--- src/rtl/ftc_pkg.sv ---
// Shared types and constants for the frame number to timecode converter.
package ftc_pkg;

  // Field widths of the result beat
  localparam int HOURS_BITS   = 21;
  localparam int MINUTES_BITS = 6;
  localparam int SECONDS_BITS = 6;
  localparam int FRAMES_BITS  = 7;
  localparam int FPS_BITS     = 7;

  // Configuration register indexes
  localparam int CFG_INDEX_BITS = 2;
  localparam logic [CFG_INDEX_BITS-1:0] CFG_DROP_FRAME        = 2'd0;
  localparam logic [CFG_INDEX_BITS-1:0] CFG_FRAMES_PER_SECOND = 2'd1;
  localparam logic [FPS_BITS-1:0]       FPS_RESET             = 7'd30;

  // 29.97 drop-frame geometry
  localparam int DF_FRAMES_PER_10MIN  = 17982;
  localparam int DF_FRAMES_PER_MIN    = 1798;
  localparam int DF_DROPS_PER_10MIN   = 18;
  localparam int DF_DROPS_PER_MIN     = 2;
  localparam int DF_MINUTES_PER_BLOCK = 10;
  localparam int DF_LABELS            = 30;
  localparam int DF_REM_BITS          = 15;  // holds a remainder below 17982

  // Time split
  localparam int SECONDS_PER_HOUR   = 3600;
  localparam int SECONDS_PER_MINUTE = 60;
  localparam int HOUR_REM_BITS      = 12;    // holds a remainder below 3600

  // Rate settings that travel with each beat
  typedef struct packed {
    logic                drop;
    logic [FPS_BITS-1:0] fps;
  } rate_t;

endpackage

--- src/rtl/ftc_divider.sv ---
// Pipelined restoring divider, STEP_BITS quotient bits per stage, with sideband.
module ftc_divider #(
  parameter int DIVIDEND_BITS = 32,
  parameter int DIVISOR_BITS  = 8,
  parameter int STEP_BITS     = 4,
  parameter int SIDE_BITS     = 1
) (
  input  logic                     clk,
  input  logic                     rst,
  input  logic                     in_valid,
  input  logic [DIVIDEND_BITS-1:0] in_dividend,
  input  logic [DIVISOR_BITS-1:0]  in_divisor,
  input  logic [SIDE_BITS-1:0]     in_side,
  output logic                     out_valid,
  output logic [DIVIDEND_BITS-1:0] out_quotient,
  output logic [DIVISOR_BITS-1:0]  out_remainder,
  output logic [SIDE_BITS-1:0]     out_side
);

  localparam int STAGES   = (DIVIDEND_BITS + STEP_BITS - 1) / STEP_BITS;
  localparam int PAD_BITS = STAGES * STEP_BITS;

  // Dividend bits shift out at the top while quotient bits shift in below
  logic                    vld [STAGES];
  logic [PAD_BITS-1:0]     acc [STAGES];
  logic [DIVISOR_BITS-1:0] rem [STAGES];
  logic [DIVISOR_BITS-1:0] dsr [STAGES];
  logic [SIDE_BITS-1:0]    side [STAGES];

  for (genvar s = 0; s < STAGES; s++) begin : g_stage
    logic                    v_in;
    logic [PAD_BITS-1:0]     a_in;
    logic [DIVISOR_BITS-1:0] r_in;
    logic [DIVISOR_BITS-1:0] d_in;
    logic [SIDE_BITS-1:0]    s_in;
    logic [PAD_BITS-1:0]     a_next;
    logic [DIVISOR_BITS-1:0] r_next;
    logic [DIVISOR_BITS:0]   trial;

    if (s == 0) begin : g_first
      assign v_in = in_valid;
      assign a_in = PAD_BITS'(in_dividend);
      assign r_in = '0;
      assign d_in = in_divisor;
      assign s_in = in_side;
    end else begin : g_rest
      assign v_in = vld[s-1];
      assign a_in = acc[s-1];
      assign r_in = rem[s-1];
      assign d_in = dsr[s-1];
      assign s_in = side[s-1];
    end

    always_comb begin
      a_next = a_in;
      r_next = r_in;
      trial  = '0;
      for (int k = 0; k < STEP_BITS; k++) begin
        trial  = {r_next, a_next[PAD_BITS-1]};
        a_next = {a_next[PAD_BITS-2:0], 1'b0};
        if (trial >= {1'b0, d_in}) begin
          trial     = trial - {1'b0, d_in};
          a_next[0] = 1'b1;
        end
        r_next = trial[DIVISOR_BITS-1:0];
      end
    end

    always_ff @(posedge clk) begin
      if (rst) begin
        vld[s] <= 1'b0;
      end else begin
        vld[s] <= v_in;
      end
      acc[s]  <= a_next;
      rem[s]  <= r_next;
      dsr[s]  <= d_in;
      side[s] <= s_in;
    end
  end

  assign out_valid     = vld[STAGES-1];
  assign out_quotient  = acc[STAGES-1][DIVIDEND_BITS-1:0];
  assign out_remainder = rem[STAGES-1];
  assign out_side      = side[STAGES-1];

endmodule

--- src/rtl/ftc_drop_adjust.sv ---
// Two-stage drop-frame correction: add the skipped labels back to the count.
module ftc_drop_adjust #(
  parameter int COUNT_BITS = 32
) (
  input  logic                               clk,
  input  logic                               rst,
  input  logic                               in_valid,
  input  logic [COUNT_BITS-1:0]              in_count,
  input  logic [COUNT_BITS-1:0]              in_blocks,
  input  logic [ftc_pkg::DF_REM_BITS-1:0]    in_block_rem,
  input  ftc_pkg::rate_t                     in_rate,
  output logic                               out_valid,
  output logic [COUNT_BITS:0]                out_count,
  output ftc_pkg::rate_t                     out_rate
);

  localparam int MIN_MARKS = ftc_pkg::DF_MINUTES_PER_BLOCK - 1;

  logic [MIN_MARKS-1:0]        past_mark;
  logic [3:0]                  minute_next;
  logic [COUNT_BITS-1:0]       extra_next;

  logic                        v1;
  logic [COUNT_BITS-1:0]       count1;
  logic [COUNT_BITS-1:0]       extra1;
  logic [3:0]                  minute1;
  ftc_pkg::rate_t              rate1;
  logic [COUNT_BITS:0]         count_next;

  // Minute within the 10-minute block: the first minute keeps labels 0 and 1,
  // so every later minute starts two frames past a multiple of 1798.
  always_comb begin
    for (int k = 0; k < MIN_MARKS; k++) begin
      past_mark[k] = in_block_rem >= ftc_pkg::DF_REM_BITS'(
        (k + 1) * ftc_pkg::DF_FRAMES_PER_MIN + ftc_pkg::DF_DROPS_PER_MIN);
    end
    minute_next = 4'($countones(past_mark));
    extra_next  = COUNT_BITS'(in_blocks * ftc_pkg::DF_DROPS_PER_10MIN);
  end

  always_ff @(posedge clk) begin
    if (rst) begin
      v1 <= 1'b0;
    end else begin
      v1 <= in_valid;
    end
    count1  <= in_count;
    extra1  <= extra_next;
    minute1 <= minute_next;
    rate1   <= in_rate;
  end

  always_comb begin
    if (rate1.drop) begin
      count_next = {1'b0, count1} + {1'b0, extra1}
                 + (COUNT_BITS+1)'(minute1 * ftc_pkg::DF_DROPS_PER_MIN);
    end else begin
      count_next = {1'b0, count1};
    end
  end

  always_ff @(posedge clk) begin
    if (rst) begin
      out_valid <= 1'b0;
    end else begin
      out_valid <= v1;
    end
    out_count <= count_next;
    out_rate  <= rate1;
  end

endmodule

--- src/rtl/frame_number_to_timecode.sv ---
// Top level: frame count to SMPTE hours, minutes, seconds and frame label.
// Throughput: one beat per cycle; chained dividers retire 4 quotient bits per stage.
// Reset: rst clears every valid bit and sets drop_frame = 0, frames_per_second = 30.
// busy is high only during reset; the receiver takes each done beat as it comes.
module frame_number_to_timecode #(
  parameter int FRAME_COUNT_BITS = 32
) (
  input  logic                                 clk,
  input  logic                                 rst,
  // Conversion request
  input  logic                                 start,
  output logic                                 busy,
  input  logic [FRAME_COUNT_BITS-1:0]          frame_number,
  // Result beat
  output logic                                 done,
  output logic [ftc_pkg::HOURS_BITS-1:0]       hours,
  output logic [ftc_pkg::MINUTES_BITS-1:0]     minutes,
  output logic [ftc_pkg::SECONDS_BITS-1:0]     seconds,
  output logic [ftc_pkg::FRAMES_BITS-1:0]      frames,
  // Register write channel
  input  logic                                 cfg_valid,
  output logic                                 cfg_ready,
  input  logic [ftc_pkg::CFG_INDEX_BITS-1:0]   cfg_index,
  input  logic [ftc_pkg::FPS_BITS-1:0]         cfg_data
);

  localparam int STEP_BITS  = 4;
  localparam int W          = FRAME_COUNT_BITS;
  localparam int RATE_BITS  = $bits(ftc_pkg::rate_t);
  localparam int SIDE_C     = 1 + ftc_pkg::FRAMES_BITS;
  localparam int SIDE_D     = SIDE_C + ftc_pkg::HOURS_BITS;
  localparam int LATENCY    = (W + STEP_BITS - 1) / STEP_BITS + 2
                            + 2 * ((W + STEP_BITS) / STEP_BITS)
                            + (ftc_pkg::HOUR_REM_BITS + STEP_BITS - 1) / STEP_BITS;

  // ---------------------------------------------------------------------
  // Configuration registers
  // ---------------------------------------------------------------------
  logic                          drop_frame;
  logic [ftc_pkg::FPS_BITS-1:0]  frames_per_second;

  assign cfg_ready = !rst;

  always_ff @(posedge clk) begin
    if (rst) begin
      drop_frame        <= 1'b0;
      frames_per_second <= ftc_pkg::FPS_RESET;
    end else if (cfg_valid && cfg_ready) begin
      case (cfg_index)
        ftc_pkg::CFG_DROP_FRAME:        drop_frame        <= cfg_data[0];
        ftc_pkg::CFG_FRAMES_PER_SECOND: frames_per_second <= cfg_data;
        default: ;  // drop writes to unknown indexes
      endcase
    end
  end

  // ---------------------------------------------------------------------
  // Entry: latch the rate settings with the beat so every stage sees them
  // ---------------------------------------------------------------------
  logic           in_valid;
  ftc_pkg::rate_t in_rate;

  assign busy     = rst;
  assign in_valid = start && !busy;

  always_comb begin
    in_rate.drop = drop_frame;
    // Treat a zero rate as one frame per second in non-drop mode
    if (drop_frame) begin
      in_rate.fps = ftc_pkg::FPS_BITS'(ftc_pkg::DF_LABELS);
    end else if (frames_per_second == '0) begin
      in_rate.fps = ftc_pkg::FPS_BITS'(1);
    end else begin
      in_rate.fps = frames_per_second;
    end
  end

  // ---------------------------------------------------------------------
  // Stage A: split the count into 10-minute drop-frame blocks
  // ---------------------------------------------------------------------
  logic                               a_valid;
  logic [W-1:0]                       a_blocks;
  logic [ftc_pkg::DF_REM_BITS-1:0]    a_block_rem;
  logic [W+RATE_BITS-1:0]             a_side;

  ftc_divider #(
    .DIVIDEND_BITS (W),
    .DIVISOR_BITS  (ftc_pkg::DF_REM_BITS),
    .STEP_BITS     (STEP_BITS),
    .SIDE_BITS     (W + RATE_BITS)
  ) u_div_block (
    .clk           (clk),
    .rst           (rst),
    .in_valid      (in_valid),
    .in_dividend   (frame_number),
    .in_divisor    (ftc_pkg::DF_REM_BITS'(ftc_pkg::DF_FRAMES_PER_10MIN)),
    .in_side       ({frame_number, in_rate}),
    .out_valid     (a_valid),
    .out_quotient  (a_blocks),
    .out_remainder (a_block_rem),
    .out_side      (a_side)
  );

  // ---------------------------------------------------------------------
  // Stage B: in drop-frame mode put the skipped labels back, giving a count in 30-label seconds
  // ---------------------------------------------------------------------
  logic           b_valid;
  logic [W:0]     b_count;
  ftc_pkg::rate_t b_rate;

  ftc_drop_adjust #(
    .COUNT_BITS (W)
  ) u_drop_adjust (
    .clk          (clk),
    .rst          (rst),
    .in_valid     (a_valid),
    .in_count     (a_side[W+RATE_BITS-1:RATE_BITS]),
    .in_blocks    (a_blocks),
    .in_block_rem (a_block_rem),
    .in_rate      (ftc_pkg::rate_t'(a_side[RATE_BITS-1:0])),
    .out_valid    (b_valid),
    .out_count    (b_count),
    .out_rate     (b_rate)
  );

  // ---------------------------------------------------------------------
  // Stage C: total seconds and frame label
  // ---------------------------------------------------------------------
  logic                             c_valid;
  logic [W:0]                       c_total_sec;
  logic [ftc_pkg::FRAMES_BITS-1:0]  c_frames;
  logic                             c_drop;

  ftc_divider #(
    .DIVIDEND_BITS (W + 1),
    .DIVISOR_BITS  (ftc_pkg::FPS_BITS),
    .STEP_BITS     (STEP_BITS),
    .SIDE_BITS     (1)
  ) u_div_second (
    .clk           (clk),
    .rst           (rst),
    .in_valid      (b_valid),
    .in_dividend   (b_count),
    .in_divisor    (b_rate.fps),
    .in_side       (b_rate.drop),
    .out_valid     (c_valid),
    .out_quotient  (c_total_sec),
    .out_remainder (c_frames),
    .out_side      (c_drop)
  );

  // ---------------------------------------------------------------------
  // Stage D: hours and the second within the hour
  // ---------------------------------------------------------------------
  logic                               d_valid;
  logic [W:0]                         d_hours;
  logic [ftc_pkg::HOUR_REM_BITS-1:0]  d_hour_sec;
  logic [SIDE_C-1:0]                  d_side;

  ftc_divider #(
    .DIVIDEND_BITS (W + 1),
    .DIVISOR_BITS  (ftc_pkg::HOUR_REM_BITS),
    .STEP_BITS     (STEP_BITS),
    .SIDE_BITS     (SIDE_C)
  ) u_div_hour (
    .clk           (clk),
    .rst           (rst),
    .in_valid      (c_valid),
    .in_dividend   (c_total_sec),
    .in_divisor    (ftc_pkg::HOUR_REM_BITS'(ftc_pkg::SECONDS_PER_HOUR)),
    .in_side       ({c_drop, c_frames}),
    .out_valid     (d_valid),
    .out_quotient  (d_hours),
    .out_remainder (d_hour_sec),
    .out_side      (d_side)
  );

  // ---------------------------------------------------------------------
  // Stage E: minutes and seconds; its registers drive the result ports
  // ---------------------------------------------------------------------
  logic [ftc_pkg::HOUR_REM_BITS-1:0]  e_minutes;
  logic [SIDE_D-1:0]                  e_side;
  logic                               out_drop;

  ftc_divider #(
    .DIVIDEND_BITS (ftc_pkg::HOUR_REM_BITS),
    .DIVISOR_BITS  (ftc_pkg::SECONDS_BITS),
    .STEP_BITS     (STEP_BITS),
    .SIDE_BITS     (SIDE_D)
  ) u_div_minute (
    .clk           (clk),
    .rst           (rst),
    .in_valid      (d_valid),
    .in_dividend   (d_hour_sec),
    .in_divisor    (ftc_pkg::SECONDS_BITS'(ftc_pkg::SECONDS_PER_MINUTE)),
    .in_side       ({d_side, d_hours[ftc_pkg::HOURS_BITS-1:0]}),
    .out_valid     (done),
    .out_quotient  (e_minutes),
    .out_remainder (seconds),
    .out_side      (e_side)
  );

  // Hours wrap at 2^21; no wrap at 24
  assign hours    = e_side[ftc_pkg::HOURS_BITS-1:0];
  assign frames   = e_side[ftc_pkg::HOURS_BITS +: ftc_pkg::FRAMES_BITS];
  assign out_drop = e_side[SIDE_D-1];
  assign minutes  = e_minutes[ftc_pkg::MINUTES_BITS-1:0];

  // ---------------------------------------------------------------------
  // Checks
  // ---------------------------------------------------------------------
  a_latency_fwd: assert property (@(posedge clk) disable iff (rst)
    start && !busy |-> ##LATENCY done)
    else $error("accepted beat did not reach done after the fixed latency");

  a_latency_bwd: assert property (@(posedge clk) disable iff (rst)
    done |-> $past(start && !busy, LATENCY))
    else $error("done without a matching accepted beat");

  a_time_range: assert property (@(posedge clk) disable iff (rst)
    done |-> (e_minutes < 12'(ftc_pkg::SECONDS_PER_MINUTE)) &&
             (seconds < ftc_pkg::SECONDS_BITS'(ftc_pkg::SECONDS_PER_MINUTE)))
    else $error("minutes or seconds out of range");

  a_drop_label: assert property (@(posedge clk) disable iff (rst)
    done && out_drop |-> frames < ftc_pkg::FRAMES_BITS'(ftc_pkg::DF_LABELS))
    else $error("drop-frame label beyond 29");

endmodule
--- config.mk ---
export PLATFORM = sky130hd
export DESIGN_NAME = frame_number_to_timecode
export DESIGN_NICKNAME = d
export VERILOG_FILES = /design/src/rtl/ftc_pkg.sv /design/src/rtl/ftc_divider.sv /design/src/rtl/ftc_drop_adjust.sv /design/src/rtl/frame_number_to_timecode.sv
export SDC_FILE = /design/constraint.sdc
export NUM_CORES = 2
export LEC_CHECK = 0
export ABC_AREA = 1
export BUFFER_PORTS_ARGS = -buffer_cell sky130_fd_sc_hd__buf_2
export CAP_MARGIN = 10
export CORE_ASPECT_RATIO = 1.75
export CORE_UTILIZATION = 35
export DETAILED_ROUTE_END_ITERATION = 6
export GPL_ROUTABILITY_DRIVEN = 1
export PLACE_DENSITY_LB_ADDON = 0.1
export SETUP_SLACK_MARGIN = 0.02
export SLEW_MARGIN = 10
export SYNTH_ARGS = -nofsm -noshare
export SYNTH_HDL_FRONTEND = slang
export SYNTH_SLANG_ARGS = --single-unit
--- constraint.sdc ---
create_clock -name clk -period 20.6 [get_ports clk]
set_input_delay 2.06 -clock clk [delete_from_list [all_inputs] [get_ports clk]]
set_output_delay 2.06 -clock clk [all_outputs]
set_load 0.02 [all_outputs]
==> summary.txt <==
Logic synthesis
  • Most used standard cell by instance count after synthesis: sky130_fd_sc_hd__nand2_1
  • Number of register bits inferred by synthesis: 1481
  • Average instance area after synthesis: 8.66 sq um
  • Synth warnings: 0
  • Total standard cell area after synthesis: 59800 sq um
  • Share of synthesized cell area in full adder, half adder and majority cells: 0.0926
  • Post-synth EDFFs: 0
  • Compound-Gate Fraction of Synth Area: 0.0764
  • Biggest area contributors in the synthesized netlist: sky130_fd_sc_hd__dfxtp_1 (50%), sky130_fd_sc_hd__nand2_1 (10%), sky130_fd_sc_hd__ha_1 (7.8%), sky130_fd_sc_hd__inv_1 (5.0%), sky130_fd_sc_hd__xor2_1 (4.6%)
  • Multiplexer area fraction after synthesis: 0.00149
  • Main combinational cell family by area after synthesis: simple AND/OR/NAND/NOR gates
  • Leading post-synthesis cells by instance count: sky130_fd_sc_hd__nand2_1 (1601), sky130_fd_sc_hd__dfxtp_1 (1481), sky130_fd_sc_hd__inv_1 (792)
  • Syn Inst Count: 6904
  • Seq/Total Area, Yosys: 0.496
  • Synth async-reset ratio: 0
  • Synth unique cells: 70
  • Post-synthesis cell type with the largest combined area: sky130_fd_sc_hd__dfxtp_1
  • Simple logic cell fraction of the synthesized area: 0.211
  • Post-synthesis xor/xnor area fraction: 0.0602
  • Net count after synthesis: 7365
  • Primary flip-flop cell chosen by synthesis mapping: sky130_fd_sc_hd__dfxtp_1
  • Post-synth top area share: 0.496

Route
  • Number of DRC markers after the initial detailed-route iteration: 1223
  • Wire per inst: 12.6 um
  • Count of unresolved DRC violations after routing: 0
  • Routed Antenna Nets: 0
  • DR vias: 41936
  • Total wire length: 119000 um
  • Length of the first detailed-routing pass in iterations: 7
  • Vias per inst: 4.47

Global route
  • Combined global-route utilization of all metal layers: 0.138
  • First-pass GRT wire length: 196000 um
  • GRT Residual Overflow: 0
  • Largest net degree at the start of global routing: 48
  • Number of global-route vias before repair: 42032
  • Met1 capacity usage during global routing: 0.119
  • Number of antenna violations at the first check in global routing: 2
  • Met3 Track Usage GR: 0.0206
  • Global-route layer with the greatest usage: met2
  • Global routing met2 resource utilization: 0.293

Setup path
  • Endpoint class of the critical path: flip-flop
  • Category of cells accounting for the largest share of critical-path delay: compound AO/OA/AOI/OAI gates
  • Slowest stage delay, CP: 0.46 ns
  • Worst r2r src: u_div_second.dsr[0][23]
  • First element of the critical path: u_div_second.dsr[0][23]
  • Cell occurring most often along the worst timing path: sky130_fd_sc_hd__a21oi_1
  • Combined buffer and inverter count along the critical path: 9
  • Maximum fanout along the worst path: 12
  • R2R Path End: u_div_second.rem[0][28]
  • Slowest cell on the critical path: sky130_fd_sc_hd__fa_1
  • Slack of the worst reg-to-reg path: 11.34 ns
  • Required time worst endpoint: 21.24 ns
  • CP arrival: 9.91 ns
  • Worst setup path class: reg2reg
  • Type of element launching the critical path: flip-flop
  • Worst r2r path cells: 45

STA
  • Share of the clock period used by the worst path after layout: 0.450
  • Remaining max-slew budget at the tightest pin: 0.229
  • Fin. Hold Viols: 0
  • Final setup fails: 0
  • Final number of max-transition violations: 0
  • Maximum operating frequency: 108 MHz
  • Slew of the pin with the lowest slew margin: 1.15 ns
  • Accumulated negative setup slack: 0 ns
  • Clk_skew: 0.0620 ns
  • Clock period minus worst slack: 9.26 ns
  • RSZ-0062 raised after global routing: false

Placed design
  • Area after detailed placement: 62400 sq um
  • Final estimated routing congestion in global placement: 0.865
  • HPWL Detailed: 93100 um
  • Placed Cells: 9136
  • Total of buffers placed on input and output ports: 87

Clock tree
  • Cells resized by post-CTS repair: 0
  • TritonCTS Buffers: 149
  • Maximum buffer depth of the clock tree: 4
  • Root cell of the clock tree: sky130_fd_sc_hd__clkbuf_16
  • CTS clk-pin slew, worst paths: 0.06 ns
  • Total number of H-tree levels: 4
  • Setup repair bufs after CTS: 0
  • Number of buffers inserted by hold repair at cts: 0
  • Skew-Pair Late Insertion Delay: 0.79 ns
  • Number of sinks handled by clock tree synthesis: 1481
  • Clock tree from TritonCTS: yes

Die
  • Die boundary width: 314 um
  • Floorplan die height: 549 um
  • Number of cell rows: 200
  • Die area: 173000 sq um
  • Core Box Area: 170000 sq um
  • Number of ports placed on the die boundary: 88
  • Initial core utilization: 0.352

Min path
  • Hold path startpoint: u_div_block.side[7][11]
  • Hold worst-path end: u_drop_adjust.count1[3]
  • Depth of the worst hold-timing path: 0
  • Tightest Hold Check Type: reg2reg

Layout
  • Layout cell share with drive strength beyond 1: 0.0890
  • Layout Nets: 7526
  • Design Area, Final: 67300 sq um
  • Synth-to-layout area growth: 12.6%
  • Post-Layout Cell Count: 9388

Outcome
  • Run status: completed

Flow run
  • Reported max-cap violation count: 0
==> through the flow <==
stage / util / hold slack (ns) / setup WS, ns
3_3_place_gp: 0.368 / 0.309 / 11.08
4_1_cts: 0.397 / 0.290 / 11.13
2_1_floorplan: - / 0.310 / 12.89
6_report: 0.397 / 0.292 / 11.34
5_1_grt: 0.397 / 0.291 / 10.18
3_5_place_dp: 0.368 / 0.312 / 11.12
==> worst max path at each step <==
stage	depth (start not counted)	endpoint
after floorplan	46	u_div_second.rem[0][14]
after global placement	46	u_div_second.rem[0][14]
after detailed placement	46	u_div_second.rem[0][14]
after CTS	46	u_div_second.rem[0][20]
after global routing	46	u_div_second.rem[0][15]
final	45	u_div_second.rem[0][28]
==> final cells by class <==
cell class              instances  area [sq um]
fillers                     17070        102000
flip-flops and latches       1481         29600
multi-input cells            4509         26400
clock buffers                 193          4130
inverters                     834          3130
well taps                    2222          2780
clock inverters                58           768
repair buffers                 90           458
diodes                          1          2.50
==> cells in the final DEF, fill, tap and decap left out, types with 31 or more instances in the layout <==
cell                        Yosys  layout
sky130_fd_sc_hd__fa_1          44      44
sky130_fd_sc_hd__inv_2         31      31
sky130_fd_sc_hd__clkbuf_16      0     150
sky130_fd_sc_hd__nand2_2       99      99
sky130_fd_sc_hd__nor3_1        58      58
sky130_fd_sc_hd__nor2_2        40      40
sky130_fd_sc_hd__nand2_1     1601    1601
sky130_fd_sc_hd__buf_2          1      87
sky130_fd_sc_hd__o21ai_0      345     345
sky130_fd_sc_hd__dfxtp_1     1481    1481
sky130_fd_sc_hd__xnor2_1       98      98
sky130_fd_sc_hd__nand3b_1      35      35
sky130_fd_sc_hd__or2_2         38      38
sky130_fd_sc_hd__a21oi_1      284     284
sky130_fd_sc_hd__nand3_1      392     392
sky130_fd_sc_hd__xor2_1       313     313
sky130_fd_sc_hd__nand4_1       41      41
sky130_fd_sc_hd__o21ai_1       39      39
sky130_fd_sc_hd__ha_1         372     372
sky130_fd_sc_hd__nor2_1       433     433
sky130_fd_sc_hd__inv_1        792     792
==> logic make-up after synthesis <==
logic type | count (synthesis)
and+or+nand+nor | 2851
DFF | 1481
buffers and inverters | 914
AOI/OAI and AO/OA | 823
adders and majority gates | 416
xor gates and xnor gates | 411
muxes | 8
==> sequential cells by signal (all words and copies together), names as in the netlist, 8 cells and up <==
signal                   cells
u_div_block.side           313
u_div_second.acc           297
u_div_hour.acc             210
u_div_hour.rem              87
u_div_minute.side           84
u_div_block.rem             77
u_div_hour.side             63
u_div_second.rem            63
u_div_second.dsr            56
u_div_block.acc             50
u_drop_adjust.out_count     33
u_drop_adjust.count1        32
u_drop_adjust.extra1        22
u_div_minute.acc            20
u_div_minute.rem            16
u_div_hour.vld               9
u_div_second.vld             9
u_div_block.vld              8
u_drop_adjust.rate1          8
==> metal layers <==
metal | routed length [um] | vias up | part of all wire
li1 | - | 22307 | -
met1 | 40900 | 18853 | 0.34
met2 | 68300 | 472 | 0.58
met3 | 3310 | 304 | 0.028
met4 | 6080 | 0 | 0.051
met5 | 0 | - | 0
Power is not shown: default switching activity piles up to over one toggle a cycle in this logic, so the estimate is an artifact.
